**config.mk**
```make
export PLATFORM = sky130hd
export DESIGN_NAME = des_cbc_file_cipher
export DESIGN_NICKNAME = d
export VERILOG_FILES = /design/src/rtl/core/dcfc_pkg.sv /design/src/rtl/core/des_cbc_file_cipher.sv /design/src/rtl/core/dcfc_front.sv /design/src/rtl/core/dcfc_queue.sv /design/src/rtl/core/dcfc_back.sv
export SDC_FILE = /design/constraint.sdc
export NUM_CORES = 2
export LEC_CHECK = 0
export ABC_AREA = 0
export ABC_CLOCK_PERIOD_IN_PS = 6800
export BUFFER_PORTS_ARGS = -buffer_cell sky130_fd_sc_hd__buf_2
export CAP_MARGIN = 25
export CORE_AREA = 2 2 418 296
export DETAILED_ROUTE_END_ITERATION = 10
export DIE_AREA = 0 0 420 298
export PLACE_DENSITY_LB_ADDON = 0.05
export SLEW_MARGIN = 10
export SYNTH_ARGS = -nofsm -noshare
export SYNTH_HDL_FRONTEND = slang
export SYNTH_SLANG_ARGS = --single-unit
export TNS_END_PERCENT = 100
```
**constraint.sdc**
```tcl
create_clock -name clk -period 6.8 [get_ports clk]
set_clock_uncertainty 0.1 [all_clocks]
set_input_delay 0.34 -clock clk [delete_from_list [all_inputs] [get_ports clk]]
set_output_delay 0.34 -clock clk [all_outputs]
set_load 0.1 [all_outputs]
```
**src/rtl/core/dcfc_pkg.sv**
```systemverilog
// Shared types, DES tables and permutation helpers for the DES-CBC file cipher.
// Depends on nothing; every module of the block imports it.
`timescale 1ns / 1ps
package dcfc_pkg;

  localparam int unsigned QUEUE_DEPTH_DEF = 2;

  localparam int unsigned REG_KEY      = 0;
  localparam int unsigned REG_PARITY   = 1;
  localparam int unsigned REG_DIR      = 2;
  localparam int unsigned REG_PAD      = 3;

  // One classified word waiting for the cipher engine.
  typedef struct packed {
    logic [63:0] blk;     // plaintext, padded where short or final, or raw ciphertext
    logic        fin;
    logic        start;
    logic        upd;     // chaining vector takes the ciphertext
  } entry_t;

  typedef struct packed {
    logic empty;
    logic full;
  } q_stat_t;

  typedef enum logic [1:0] {
    BK_IDLE,
    BK_RUN,
    BK_FIN
  } bk_state_t;

  localparam byte unsigned IP_T [64] = '{
    58,50,42,34,26,18,10,2,60,52,44,36,28,20,12,4,
    62,54,46,38,30,22,14,6,64,56,48,40,32,24,16,8,
    57,49,41,33,25,17,9,1,59,51,43,35,27,19,11,3,
    61,53,45,37,29,21,13,5,63,55,47,39,31,23,15,7};
  localparam byte unsigned FP_T [64] = '{
    40,8,48,16,56,24,64,32,39,7,47,15,55,23,63,31,
    38,6,46,14,54,22,62,30,37,5,45,13,53,21,61,29,
    36,4,44,12,52,20,60,28,35,3,43,11,51,19,59,27,
    34,2,42,10,50,18,58,26,33,1,41,9,49,17,57,25};
  localparam byte unsigned E_T [48] = '{
    32,1,2,3,4,5,4,5,6,7,8,9,8,9,10,11,12,13,12,13,14,15,16,17,
    16,17,18,19,20,21,20,21,22,23,24,25,24,25,26,27,28,29,28,29,30,31,32,1};
  localparam byte unsigned P_T [32] = '{
    16,7,20,21,29,12,28,17,1,15,23,26,5,18,31,10,
    2,8,24,14,32,27,3,9,19,13,30,6,22,11,4,25};
  localparam byte unsigned PC1_T [56] = '{
    57,49,41,33,25,17,9,1,58,50,42,34,26,18,10,2,59,51,43,35,27,19,11,3,
    60,52,44,36,63,55,47,39,31,23,15,7,62,54,46,38,30,22,14,6,61,53,45,37,
    29,21,13,5,28,20,12,4};
  localparam byte unsigned PC2_T [48] = '{
    14,17,11,24,1,5,3,28,15,6,21,10,23,19,12,4,26,8,16,7,27,20,13,2,
    41,52,31,37,47,55,30,40,51,45,33,48,44,49,39,56,34,53,46,42,50,36,29,32};
  localparam logic [1:0] ROT_T [16] = '{
    2'd1,2'd1,2'd2,2'd2,2'd2,2'd2,2'd2,2'd2,2'd1,2'd2,2'd2,2'd2,2'd2,2'd2,2'd2,2'd1};
  localparam logic [3:0] SBOX_T [8][64] = '{
    '{14,4,13,1,2,15,11,8,3,10,6,12,5,9,0,7, 0,15,7,4,14,2,13,1,10,6,12,11,9,5,3,8,
      4,1,14,8,13,6,2,11,15,12,9,7,3,10,5,0, 15,12,8,2,4,9,1,7,5,11,3,14,10,0,6,13},
    '{15,1,8,14,6,11,3,4,9,7,2,13,12,0,5,10, 3,13,4,7,15,2,8,14,12,0,1,10,6,9,11,5,
      0,14,7,11,10,4,13,1,5,8,12,6,9,3,2,15, 13,8,10,1,3,15,4,2,11,6,7,12,0,5,14,9},
    '{10,0,9,14,6,3,15,5,1,13,12,7,11,4,2,8, 13,7,0,9,3,4,6,10,2,8,5,14,12,11,15,1,
      13,6,4,9,8,15,3,0,11,1,2,12,5,10,14,7, 1,10,13,0,6,9,8,7,4,15,14,3,11,5,2,12},
    '{7,13,14,3,0,6,9,10,1,2,8,5,11,12,4,15, 13,8,11,5,6,15,0,3,4,7,2,12,1,10,14,9,
      10,6,9,0,12,11,7,13,15,1,3,14,5,2,8,4, 3,15,0,6,10,1,13,8,9,4,5,11,12,7,2,14},
    '{2,12,4,1,7,10,11,6,8,5,3,15,13,0,14,9, 14,11,2,12,4,7,13,1,5,0,15,10,3,9,8,6,
      4,2,1,11,10,13,7,8,15,9,12,5,6,3,0,14, 11,8,12,7,1,14,2,13,6,15,0,9,10,4,5,3},
    '{12,1,10,15,9,2,6,8,0,13,3,4,14,7,5,11, 10,15,4,2,7,12,9,5,6,1,13,14,0,11,3,8,
      9,14,15,5,2,8,12,3,7,0,4,10,1,13,11,6, 4,3,2,12,9,5,15,10,11,14,1,7,6,0,8,13},
    '{4,11,2,14,15,0,8,13,3,12,9,7,5,10,6,1, 13,0,11,7,4,9,1,10,14,3,5,12,2,15,8,6,
      1,4,11,13,12,3,7,14,10,15,6,8,0,5,9,2, 6,11,13,8,1,4,10,7,9,5,0,15,14,2,3,12},
    '{13,2,8,4,6,15,11,1,10,9,3,14,5,0,12,7, 1,15,13,8,10,3,7,4,12,5,6,11,0,14,9,2,
      7,11,4,1,9,12,14,2,0,6,10,13,15,3,5,8, 2,1,14,7,4,10,8,13,15,12,9,0,3,5,6,11}};

  function automatic logic [63:0] des_ip(input logic [63:0] x);
    logic [63:0] r;
    for (int i = 0; i < 64; i++) r[63-i] = x[64-IP_T[i]];
    return r;
  endfunction

  function automatic logic [63:0] des_fp(input logic [63:0] x);
    logic [63:0] r;
    for (int i = 0; i < 64; i++) r[63-i] = x[64-FP_T[i]];
    return r;
  endfunction

  function automatic logic [55:0] des_pc1(input logic [63:0] x);
    logic [55:0] r;
    for (int i = 0; i < 56; i++) r[55-i] = x[64-PC1_T[i]];
    return r;
  endfunction

  function automatic logic [47:0] des_pc2(input logic [55:0] x);
    logic [47:0] r;
    for (int i = 0; i < 48; i++) r[47-i] = x[56-PC2_T[i]];
    return r;
  endfunction

  // One Feistel function: expansion, key mix, S-boxes, P permutation.
  function automatic logic [31:0] des_f(input logic [31:0] x, input logic [47:0] k);
    logic [47:0] e;
    logic [31:0] o;
    logic [31:0] r;
    logic [5:0]  six;
    for (int i = 0; i < 48; i++) e[47-i] = x[32-E_T[i]];
    e = e ^ k;
    for (int s = 0; s < 8; s++) begin
      six = e[47-6*s -: 6];
      o[31-4*s -: 4] = SBOX_T[s][{six[5], six[0], six[4:1]}];
    end
    for (int i = 0; i < 32; i++) r[31-i] = o[32-P_T[i]];
    return r;
  endfunction

  // Bit 7 of each byte is forced so that the byte has odd parity.
  function automatic logic [63:0] condition_key(input logic [63:0] k);
    logic [63:0] r;
    r = k;
    for (int i = 0; i < 8; i++) r[8*i+7] = ~^k[8*i +: 7];
    return r;
  endfunction

  function automatic logic [27:0] rotl28(input logic [27:0] x, input logic [1:0] s);
    return (s == 2'd2) ? {x[25:0], x[27:26]} : {x[26:0], x[27]};
  endfunction

  function automatic logic [27:0] rotr28(input logic [27:0] x, input logic [1:0] s);
    return (s == 2'd2) ? {x[1:0], x[27:2]} : {x[0], x[27:1]};
  endfunction

endpackage

```
**src/rtl/core/des_cbc_file_cipher.sv**
```systemverilog
// Top level of the DES-CBC file cipher with length-byte padding.
// Depends on dcfc_pkg, dcfc_front, dcfc_queue and dcfc_back.
//
// Usage: each input word is one 64-bit block with its byte count, final and
// start flags. A word is taken at a clock edge where in_valid is high and
// in_stall is low; a result word leaves the same way on the out_ channel.
// The front pads a short or final encrypt block from the pad vector and
// writes the classified word into a small queue, so words keep arriving
// while the engine works and while a finished result waits to be taken.
// The engine runs one DES round per cycle over a shared round unit: a word
// passes through 16 rounds and then a finishing state that applies the final
// permutation and the chaining XOR. While busy, the engine takes the next word
// from the queue only in that finishing state, so it cannot start a word before
// the last one is through its rounds. An accepted word is taken from the queue,
// runs its rounds and the finish, and its result is then registered for out_.
// Configuration (key, parity rule, direction, pad vector) is written through
// cfg_we/cfg_index/cfg_data while the block is idle. Reset clears the
// registers, the chaining vector and the queue. When the receiver stalls,
// the result is held, the engine waits in its finishing cycle, and the
// queue fills until in_stall rises.
`timescale 1ns / 1ps
module des_cbc_file_cipher #(
  parameter int unsigned QUEUE_DEPTH = dcfc_pkg::QUEUE_DEPTH_DEF
) (
  input  logic        clk,
  input  logic        rst_n,
  input  logic        in_valid,
  output logic        in_stall,
  input  logic [63:0] in_data_block,
  input  logic [3:0]  in_byte_count,
  input  logic        in_final_block,
  input  logic        in_start_file,
  output logic        out_valid,
  input  logic        out_stall,
  output logic [63:0] out_result_block,
  output logic [3:0]  out_valid_bytes,
  output logic        out_block_error,
  input  logic        cfg_we,
  input  logic [1:0]  cfg_index,
  input  logic [63:0] cfg_data
);
  import dcfc_pkg::*;

  logic [63:0] key_r, pad_r;
  logic        parity_r, dir_r;

  entry_t  fr_entry, q_entry;
  q_stat_t q_stat;
  logic    push, pop;

  // Configuration registers; all four indexes are defined.
  always_ff @(posedge clk) begin
    if (!rst_n) begin
      key_r    <= '0;
      parity_r <= 1'b0;
      dir_r    <= 1'b0;
      pad_r    <= '0;
    end else if (cfg_we) begin
      case (cfg_index)
        2'(REG_KEY):    key_r    <= cfg_data;
        2'(REG_PARITY): parity_r <= cfg_data[0];
        2'(REG_DIR):    dir_r    <= cfg_data[0];
        2'(REG_PAD):    pad_r    <= cfg_data;
        default: ;
      endcase
    end
  end

  assign in_stall = q_stat.full;
  assign push     = in_valid && !q_stat.full;

  dcfc_front u_front (
    .data_block  (in_data_block),
    .byte_count  (in_byte_count),
    .final_block (in_final_block),
    .start_file  (in_start_file),
    .dir         (dir_r),
    .pad_vector  (pad_r),
    .entry       (fr_entry)
  );

  dcfc_queue #(.DEPTH(QUEUE_DEPTH)) u_queue (
    .clk      (clk),
    .rst_n    (rst_n),
    .push     (push),
    .wr_entry (fr_entry),
    .pop      (pop),
    .rd_entry (q_entry),
    .stat     (q_stat)
  );

  dcfc_back u_back (
    .clk              (clk),
    .rst_n            (rst_n),
    .key_value        (key_r),
    .preserve_parity  (parity_r),
    .dir              (dir_r),
    .entry            (q_entry),
    .q_empty          (q_stat.empty),
    .pop              (pop),
    .out_valid        (out_valid),
    .out_stall        (out_stall),
    .out_result_block (out_result_block),
    .out_valid_bytes  (out_valid_bytes),
    .out_block_error  (out_block_error)
  );

  // The engine never takes a word from an empty queue.
  a_pop_nonempty: assert property (@(posedge clk) disable iff (!rst_n)
    pop |-> !q_stat.empty) else $error("pop from empty queue");

  // The queue status flags are never both set.
  a_stat_sane: assert property (@(posedge clk) disable iff (!rst_n)
    !(q_stat.empty && q_stat.full)) else $error("queue both empty and full");

  // A full queue stays full until a word is taken; a word pushed into it would be lost.
  a_no_overflow: assert property (@(posedge clk) disable iff (!rst_n)
    q_stat.full && !pop |=> q_stat.full) else $error("queue lost a word");

  // Encryption results always report a full block and no error.
  a_enc_result: assert property (@(posedge clk) disable iff (!rst_n)
    out_valid && !dir_r |-> out_valid_bytes == 4'd8 && !out_block_error)
    else $error("bad encrypt status");

endmodule

```
**src/rtl/core/dcfc_front.sv**
```systemverilog
// Front end: classifies an incoming word and pads a short or final encrypt block.
// Depends on dcfc_pkg.
`timescale 1ns / 1ps
module dcfc_front (
  input  logic [63:0]     data_block,
  input  logic [3:0]      byte_count,
  input  logic            final_block,
  input  logic            start_file,
  input  logic            dir,
  input  logic [63:0]     pad_vector,
  output dcfc_pkg::entry_t entry
);
  import dcfc_pkg::*;

  logic       pad;
  logic [2:0] n;
  logic [63:0] blk;
  logic [2:0] pidx;

  always_comb begin
    pad = !dir && (final_block || (byte_count < 4'd8));
    n   = (byte_count > 4'd7) ? 3'd7 : byte_count[2:0];
    for (int i = 0; i < 8; i++) begin
      pidx = 3'(i) - n;
      if (i == 7) blk[7:0] = {5'd0, n};
      else if (3'(i) < n) blk[63-8*i -: 8] = data_block[63-8*i -: 8];
      else blk[63-8*i -: 8] = pad_vector[63-8*pidx -: 8];
    end
    entry.blk   = pad ? blk : data_block;
    entry.fin   = final_block;
    entry.start = start_file;
    entry.upd   = !dir && !pad;
  end

endmodule

```
**src/rtl/core/dcfc_queue.sv**
```systemverilog
// Short first-in first-out queue of classified words between front and engine.
// Depends on dcfc_pkg.
`timescale 1ns / 1ps
module dcfc_queue #(
  parameter int unsigned DEPTH = dcfc_pkg::QUEUE_DEPTH_DEF
) (
  input  logic              clk,
  input  logic              rst_n,
  input  logic              push,
  input  dcfc_pkg::entry_t  wr_entry,
  input  logic              pop,
  output dcfc_pkg::entry_t  rd_entry,
  output dcfc_pkg::q_stat_t stat
);
  import dcfc_pkg::*;

  localparam int unsigned PW = $clog2(DEPTH);
  localparam int unsigned CW = $clog2(DEPTH + 1);

  entry_t        mem [DEPTH];
  logic [PW-1:0] wr_ptr_r, rd_ptr_r;
  logic [CW-1:0] cnt_r;

  assign stat.empty = (cnt_r == '0);
  assign stat.full  = (cnt_r == CW'(DEPTH));
  assign rd_entry   = mem[rd_ptr_r];

  always_ff @(posedge clk) begin
    if (push) mem[wr_ptr_r] <= wr_entry;
  end

  always_ff @(posedge clk) begin
    if (!rst_n) begin
      wr_ptr_r <= '0;
      rd_ptr_r <= '0;
      cnt_r    <= '0;
    end else begin
      if (push) wr_ptr_r <= (wr_ptr_r == PW'(DEPTH - 1)) ? '0 : wr_ptr_r + 1'b1;
      if (pop)  rd_ptr_r <= (rd_ptr_r == PW'(DEPTH - 1)) ? '0 : rd_ptr_r + 1'b1;
      if (push && !pop) cnt_r <= cnt_r + 1'b1;
      else if (pop && !push) cnt_r <= cnt_r - 1'b1;
    end
  end

endmodule

```
**src/rtl/core/dcfc_back.sv**
```systemverilog
// Cipher engine: one DES round per cycle, CBC chaining and the result register.
// Depends on dcfc_pkg.
`timescale 1ns / 1ps
module dcfc_back (
  input  logic             clk,
  input  logic             rst_n,
  input  logic [63:0]      key_value,
  input  logic             preserve_parity,
  input  logic             dir,
  input  dcfc_pkg::entry_t entry,
  input  logic             q_empty,
  output logic             pop,
  output logic             out_valid,
  input  logic             out_stall,
  output logic [63:0]      out_result_block,
  output logic [3:0]       out_valid_bytes,
  output logic             out_block_error
);
  import dcfc_pkg::*;

  bk_state_t   state_r, state_nxt;
  logic [3:0]  rnd_r;
  logic [31:0] l_r, r_r;
  logic [55:0] cd_r;
  logic [63:0] cv_r, data_r;
  logic        fin_r, upd_r, dec_r;
  logic        out_valid_r;
  logic [63:0] res_r;
  logic [3:0]  vb_r;
  logic        err_r;

  logic        load_out, out_free;
  logic [55:0] cd_eff;
  logic [31:0] nr;
  logic [63:0] fp, res, cv_after, cv_cur, cv_eff, ip;
  logic [7:0]  cnt_byte;

  assign out_free = !out_valid_r || !out_stall;

  always_comb begin
    state_nxt = state_r;
    case (state_r)
      BK_IDLE: if (!q_empty) state_nxt = BK_RUN;
      BK_RUN:  if (rnd_r == 4'd15) state_nxt = BK_FIN;
      BK_FIN:  if (out_free) state_nxt = q_empty ? BK_IDLE : BK_RUN;
      default: state_nxt = BK_IDLE;
    endcase
  end

  always_comb begin
    pop      = 1'b0;
    load_out = 1'b0;
    case (state_r)
      BK_IDLE: pop = !q_empty;
      BK_FIN: begin
        load_out = out_free;
        pop      = out_free && !q_empty;
      end
      default: ;
    endcase
  end

  // Round datapath; decryption walks the key schedule backwards.
  always_comb begin
    if (!dec_r) begin
      cd_eff = {rotl28(cd_r[55:28], ROT_T[rnd_r]), rotl28(cd_r[27:0], ROT_T[rnd_r])};
    end else if (rnd_r == 4'd0) begin
      cd_eff = cd_r;
    end else begin
      cd_eff = {rotr28(cd_r[55:28], ROT_T[4'd0 - rnd_r]),
                rotr28(cd_r[27:0], ROT_T[4'd0 - rnd_r])};
    end
    nr = l_r ^ des_f(r_r, des_pc2(cd_eff));
  end

  // Finish, chaining update, and start of the next word in the same cycle.
  always_comb begin
    fp       = des_fp({r_r, l_r});
    res      = dec_r ? (fp ^ cv_r) : fp;
    cnt_byte = res[7:0];
    if (dec_r) cv_after = data_r;
    else if (upd_r) cv_after = res;
    else cv_after = cv_r;
    cv_cur = load_out ? cv_after : cv_r;
    cv_eff = entry.start ? 64'd0 : cv_cur;
    ip     = des_ip(dir ? entry.blk : (entry.blk ^ cv_eff));
  end

  always_ff @(posedge clk) begin
    if (!rst_n) begin
      state_r     <= BK_IDLE;
      cv_r        <= '0;
      out_valid_r <= 1'b0;
      rnd_r       <= '0;
    end else begin
      state_r <= state_nxt;
      if (pop) cv_r <= cv_eff;
      else if (load_out) cv_r <= cv_after;
      if (load_out) out_valid_r <= 1'b1;
      else if (!out_stall) out_valid_r <= 1'b0;
      if (pop) rnd_r <= '0;
      else if (state_r == BK_RUN) rnd_r <= rnd_r + 1'b1;
    end
  end

  always_ff @(posedge clk) begin
    if (pop) begin
      l_r    <= ip[63:32];
      r_r    <= ip[31:0];
      cd_r   <= des_pc1(preserve_parity ? key_value : condition_key(key_value));
      data_r <= entry.blk;
      fin_r  <= entry.fin;
      upd_r  <= entry.upd;
      dec_r  <= dir;
    end else if (state_r == BK_RUN) begin
      l_r  <= r_r;
      r_r  <= nr;
      cd_r <= cd_eff;
    end
    if (load_out) begin
      res_r <= res;
      if (dec_r && fin_r) begin
        err_r <= (cnt_byte > 8'd7);
        vb_r  <= (cnt_byte > 8'd7) ? 4'd0 : cnt_byte[3:0];
      end else begin
        err_r <= 1'b0;
        vb_r  <= 4'd8;
      end
    end
  end

  assign out_valid        = out_valid_r;
  assign out_result_block = res_r;
  assign out_valid_bytes  = vb_r;
  assign out_block_error  = err_r;

endmodule

```
==> results.py <==
metrics = {
    "floorplanning": {
        "num_rows": 107,
        "die_h_um": 298,
        "core_area_um2": 121000,
        "start_util_pct": 30.9,
        "pin_count": 212,
        "dieArea_um2": 125000,
        "dieWidth_um": 420,
    },
    "detailed_routing": {
        "drc": 0,
        "vias_per_cell": 5.47,
        "wl_met1_mm": 80.7,
        "post_drt_wl_per_cell_um": 27.8,
        "drt_pass1_iterations": 6,
        "ant_nets": 0,
        "drt_first_iter_violations": 3035,
        "num_vias": 31400,
        "met2_length_mm": 65.7,
        "dr.max_layer_used": "met5",
        "drt-total-wl_mm": 160,
        "wl_met3_mm": 10.7,
    },
    "synthesis": {
        "syn_area_per_cell_um2": 9.65,
        "synth_ff_type": "edfxtp_1",
        "yosys_warnings": 0,
        "synth_cell_types": 109,
        "ys_async_sr_fraction_pct": 0,
        "yosysSeqAreaShare_pct": 42.4,
        "synth-seq-cells": 596,
        "synth_cells": 3867,
        "syn-num-nets": 4083,
        "synth-edff-count": 390,
        "synth_area_um2": 37300,
    },
    "clocking": {
        "clock-root-buffer": "clkbuf_16",
        "insertion_delay_ns": 0.67,
        "cts_tree": "done",
        "cts_buffers": 72,
        "clk_pin_slew_ns": 0.06,
        "clock-sinks": 596,
        "cts_htree_levels": 3,
        "cts_resized": 0,
        "clk_path_buf_depth": 3,
    },
    "final_layout": {
        "num-fill-cells": 12300,
        "drive_gt1_share_pct": 15.1,
        "mostFrequentLayoutCells": "nand2_1, edfxtp_1, nor2_1, mux2i_1, xnor2_1",
        "nNetsFinal": 4264,
        "area_growth_pct": 16.5,
        "regArea_um2": 15800,
        "multi_input_area_um2": 20000,
        "final_common_cell": "nand2_1",
    },
    "place": {
        "routabilityCongestion": 0.929,
        "dpl.hpwl_mm": 116,
        "io_buffers": 211,
    },
    "min_path": {
        "worstHoldPathType": "input port to register",
        "min_from": "in_data_block[8]",
        "hold_depth": 3,
        "hold_end": "u_queue.mem[0][11]$_DFFE_PP_",
    },
    "global_routing": {
        "antenna_found_initial": 5,
        "grt_max_degree": 126,
        "grt_pass1_vias": 29600,
        "overflow": 0,
        "track_usage_pct": 25.0,
        "grt_pass1_wl_mm": 227,
    },
    "critical_path": {
        "cp_data_required_time_ns": 7.07,
        "reg2reg_depth": 17,
        "r2r_start": "u_back.rnd_r[1]$_SDFFE_PP0P_",
        "cp_slowest_cell": "nor3b_2",
        "worstReg2RegEnd": "u_back.r_r[15]$_DFFE_PP_",
        "crit_arrival_ns": 6.54,
        "crit_family": "compound AO/OA/AOI/OAI gates",
        "cp_max_fo": 17,
        "cp.depth": 17,
        "cp_cell_sequence": "inv_1 -> ha_1 -> nor3b_2 -> o21ai_2 -> o21ai_4 -> buf_4 -> mux2i_1 -> a221o_1 -> xor2_2 -> clkinv_1 -> ha_1 -> a21oi_1 -> and3_1 -> nor3_1 -> a32oi_1 -> xor2_1 -> mux2i_1",
        "cp-end-kind": "register",
        "worst_setup_path_start_kind": "register",
        "critPathKind": "register to register",
        "critPathMaxStageDelay_ns": 0.66,
        "r2r_slack_ns": 0.54,
        "path_buf_inv": 3,
    },
    "sta": {
        "worst_pin_slew_ns": 1.12,
        "finalHoldViolCount": 0,
        "maxSlewViolCount": 0,
        "grt_setup_unrepaired": "false",
        "fin_tns_setup_ns": 0,
        "max_slew_margin_pct": 24.8,
        "fin_crit_ns": 6.26,
        "setup_viol": 0,
        "fmax_ghz": 0.160,
        "min_period_over_period_pct": 92.1,
    },
    "flow_run": {
        "cap_violations": 0,
    },
    "power_and_ir_drop": {
        "pwr-share-clk_pct": 14.3,
        "total_power_mw": 27.1,
        "switchingPower_mw": 13.6,
        "peakVddDrop_uv": 291,
        "power.internal_mw": 13.5,
        "leakage_nw": 15.6,
        "seq_power_share_pct": 24.0,
        "p_sw_share_pct": 50.1,
        "power_density_nw_per_um2": 624,
        "combPwrFrac_pct": 61.7,
    },
    "status": {
        "status": "completed",
    },
}
## worst register-to-register path, stage by stage (launching register included)
cell and delay [ns]:
dfxtp_1 0.65, inv_1 0.22, ha_1 0.26, nor3b_2 0.66, o21ai_2 0.33, o21ai_4 0.43
buf_4 0.35, mux2i_1 0.12, a221o_1 0.41, xor2_2 0.48, clkinv_1 0.50, ha_1 0.41
a21oi_1 0.14, and3_1 0.16, nor3_1 0.05, a32oi_1 0.46, xor2_1 0.18, mux2i_1 0.08
## cell type report
| class | count | area share [%] |
|---|---|---|
| Antenna cell | 3 | 0.0173 |
| Timing Repair Buffer | 418 | 6.76 |
| Inverter | 70 | 0.628 |
| Sequential cell | 596 | 36.4 |
| Clock inverter | 26 | 0.602 |
| Multi-Input combinational cell | 2890 | 46.1 |
| Tap cell | 1635 | 4.71 |
| Clock buffer | 105 | 4.76 |
## Yosys cell counts (17+ instances only)
| library cell | number | area [um2] |
|---|---|---|
| mux2i_1 | 288 | 2880 |
| nor2_1 | 291 | 1090 |
| o21ai_0 | 131 | 656 |
| and2_1 | 17 | 106 |
| nand3_1 | 45 | 225 |
| and3_1 | 17 | 106 |
| nor3b_1 | 19 | 143 |
| edfxtp_1 | 390 | 11700 |
| o221ai_1 | 76 | 666 |
| o31ai_1 | 21 | 158 |
| o22ai_1 | 79 | 494 |
| a211o_1 | 20 | 175 |
| xnor2_1 | 221 | 1940 |
| o211ai_1 | 52 | 390 |
| nor3_1 | 64 | 320 |
| a211oi_1 | 61 | 458 |
| buf_2 | 52 | 260 |
| a21boi_0 | 131 | 983 |
| o2111ai_1 | 21 | 184 |
| buf_1 | 60 | 225 |
| or3_1 | 24 | 150 |
| xor2_1 | 48 | 420 |
| nand2_1 | 621 | 2330 |
| mux4_2 | 18 | 405 |
| inv_1 | 62 | 233 |
| ha_1 | 75 | 938 |
| mux2_2 | 96 | 1080 |
| a31oi_1 | 18 | 113 |
| clkbuf_1 | 187 | 702 |
| a21oi_1 | 104 | 521 |
| a221o_1 | 24 | 240 |
| o21a_1 | 33 | 248 |
| dfxtp_1 | 206 | 4120 |
## registers in the layout (all words and copies together), names as in the netlist, 2 cells and up, named ones only
name,cells
u_back.cd_r,56
u_queue.cnt_r,2
u_back.r_r,32
u_queue.mem,134
u_back.rnd_r,4
u_back.out_result_block,64
u_back.l_r,32
u_back.data_r,64
u_back.cv_r,64
key_r,64
u_back.out_valid_bytes,4
pad_r,64
u_back.state_r,2
## per-layer routing
metal / up-vias / global-route usage, %
met2: 1042 / 35.3
li1: 14600 / -
met1: 15700 / 39.2
met3: 142 / 4.66
met4: 2 / 4.71
met5: - / 0
## power groups by stage
| stage | clock (mW) | sequential (mW) | combinational (mW) |
|---|---|---|---|
| floorplan | 0 | 5.80 | 11.7 |
| global placement | 0 | 6.57 | 16.6 |
| detailed placement | 0 | 6.53 | 16.4 |
| CTS | 4.00 | 6.46 | 16.5 |
| global route | 4.11 | 6.55 | 18.1 |
| finish | 3.89 | 6.50 | 16.7 |
## cells by family after synthesis
| kind of cell | synth area share (%) |
|---|---|
| muxes | 11.8 |
| and+or+nand+nor | 14.2 |
| AOI/OAI and AO/OA | 17.9 |
| DFF | 42.4 |
| adders and majority gates | 2.54 |
| xor gates and xnor gates | 6.96 |
| buffers and inverters | 4.13 |
## how the worst max path moves through the flow
stage	from	end	slack, ns
6_report	u_back.rnd_r[1]$_SDFFE_PP0P_	u_back.r_r[15]$_DFFE_PP_	0.54
5_1_grt	u_back.rnd_r[1]$_SDFFE_PP0P_	u_back.r_r[31]$_DFFE_PP_	0.28
4_1_cts	u_back.rnd_r[1]$_SDFFE_PP0P_	u_back.r_r[15]$_DFFE_PP_	0.69
3_5_place_dp	u_back.rnd_r[1]$_SDFFE_PP0P_	u_back.r_r[15]$_DFFE_PP_	0.72
3_3_place_gp	u_back.rnd_r[1]$_SDFFE_PP0P_	u_back.r_r[15]$_DFFE_PP_	0.91
2_1_floorplan	u_back.rnd_r[1]$_SDFFE_PP0P_	u_back.r_r[31]$_DFFE_PP_	1.17
## stage by stage
step	instances	hold slack [ns]	worst slack [ns]	utilization [%]	instance area [um2]
global placement	5497	0.358	0.910	33.1	40000
floorplan	3867	0.339	1.17	-	37300
detailed placement	5502	0.363	0.720	33.1	40100
finish	5743	0.0447	0.537	36.0	43500
CTS	5737	0.00552	0.693	35.9	43400
global route	5740	0.0269	0.283	35.9	43500
## what timing repair did
item                                    CTS  global route
hold buffers                            104             0
hold endpoints to repair                196             0
endpoints found under the setup margin    0             0
setup buffers                             0             0
(Power assumes the default switching activity.)
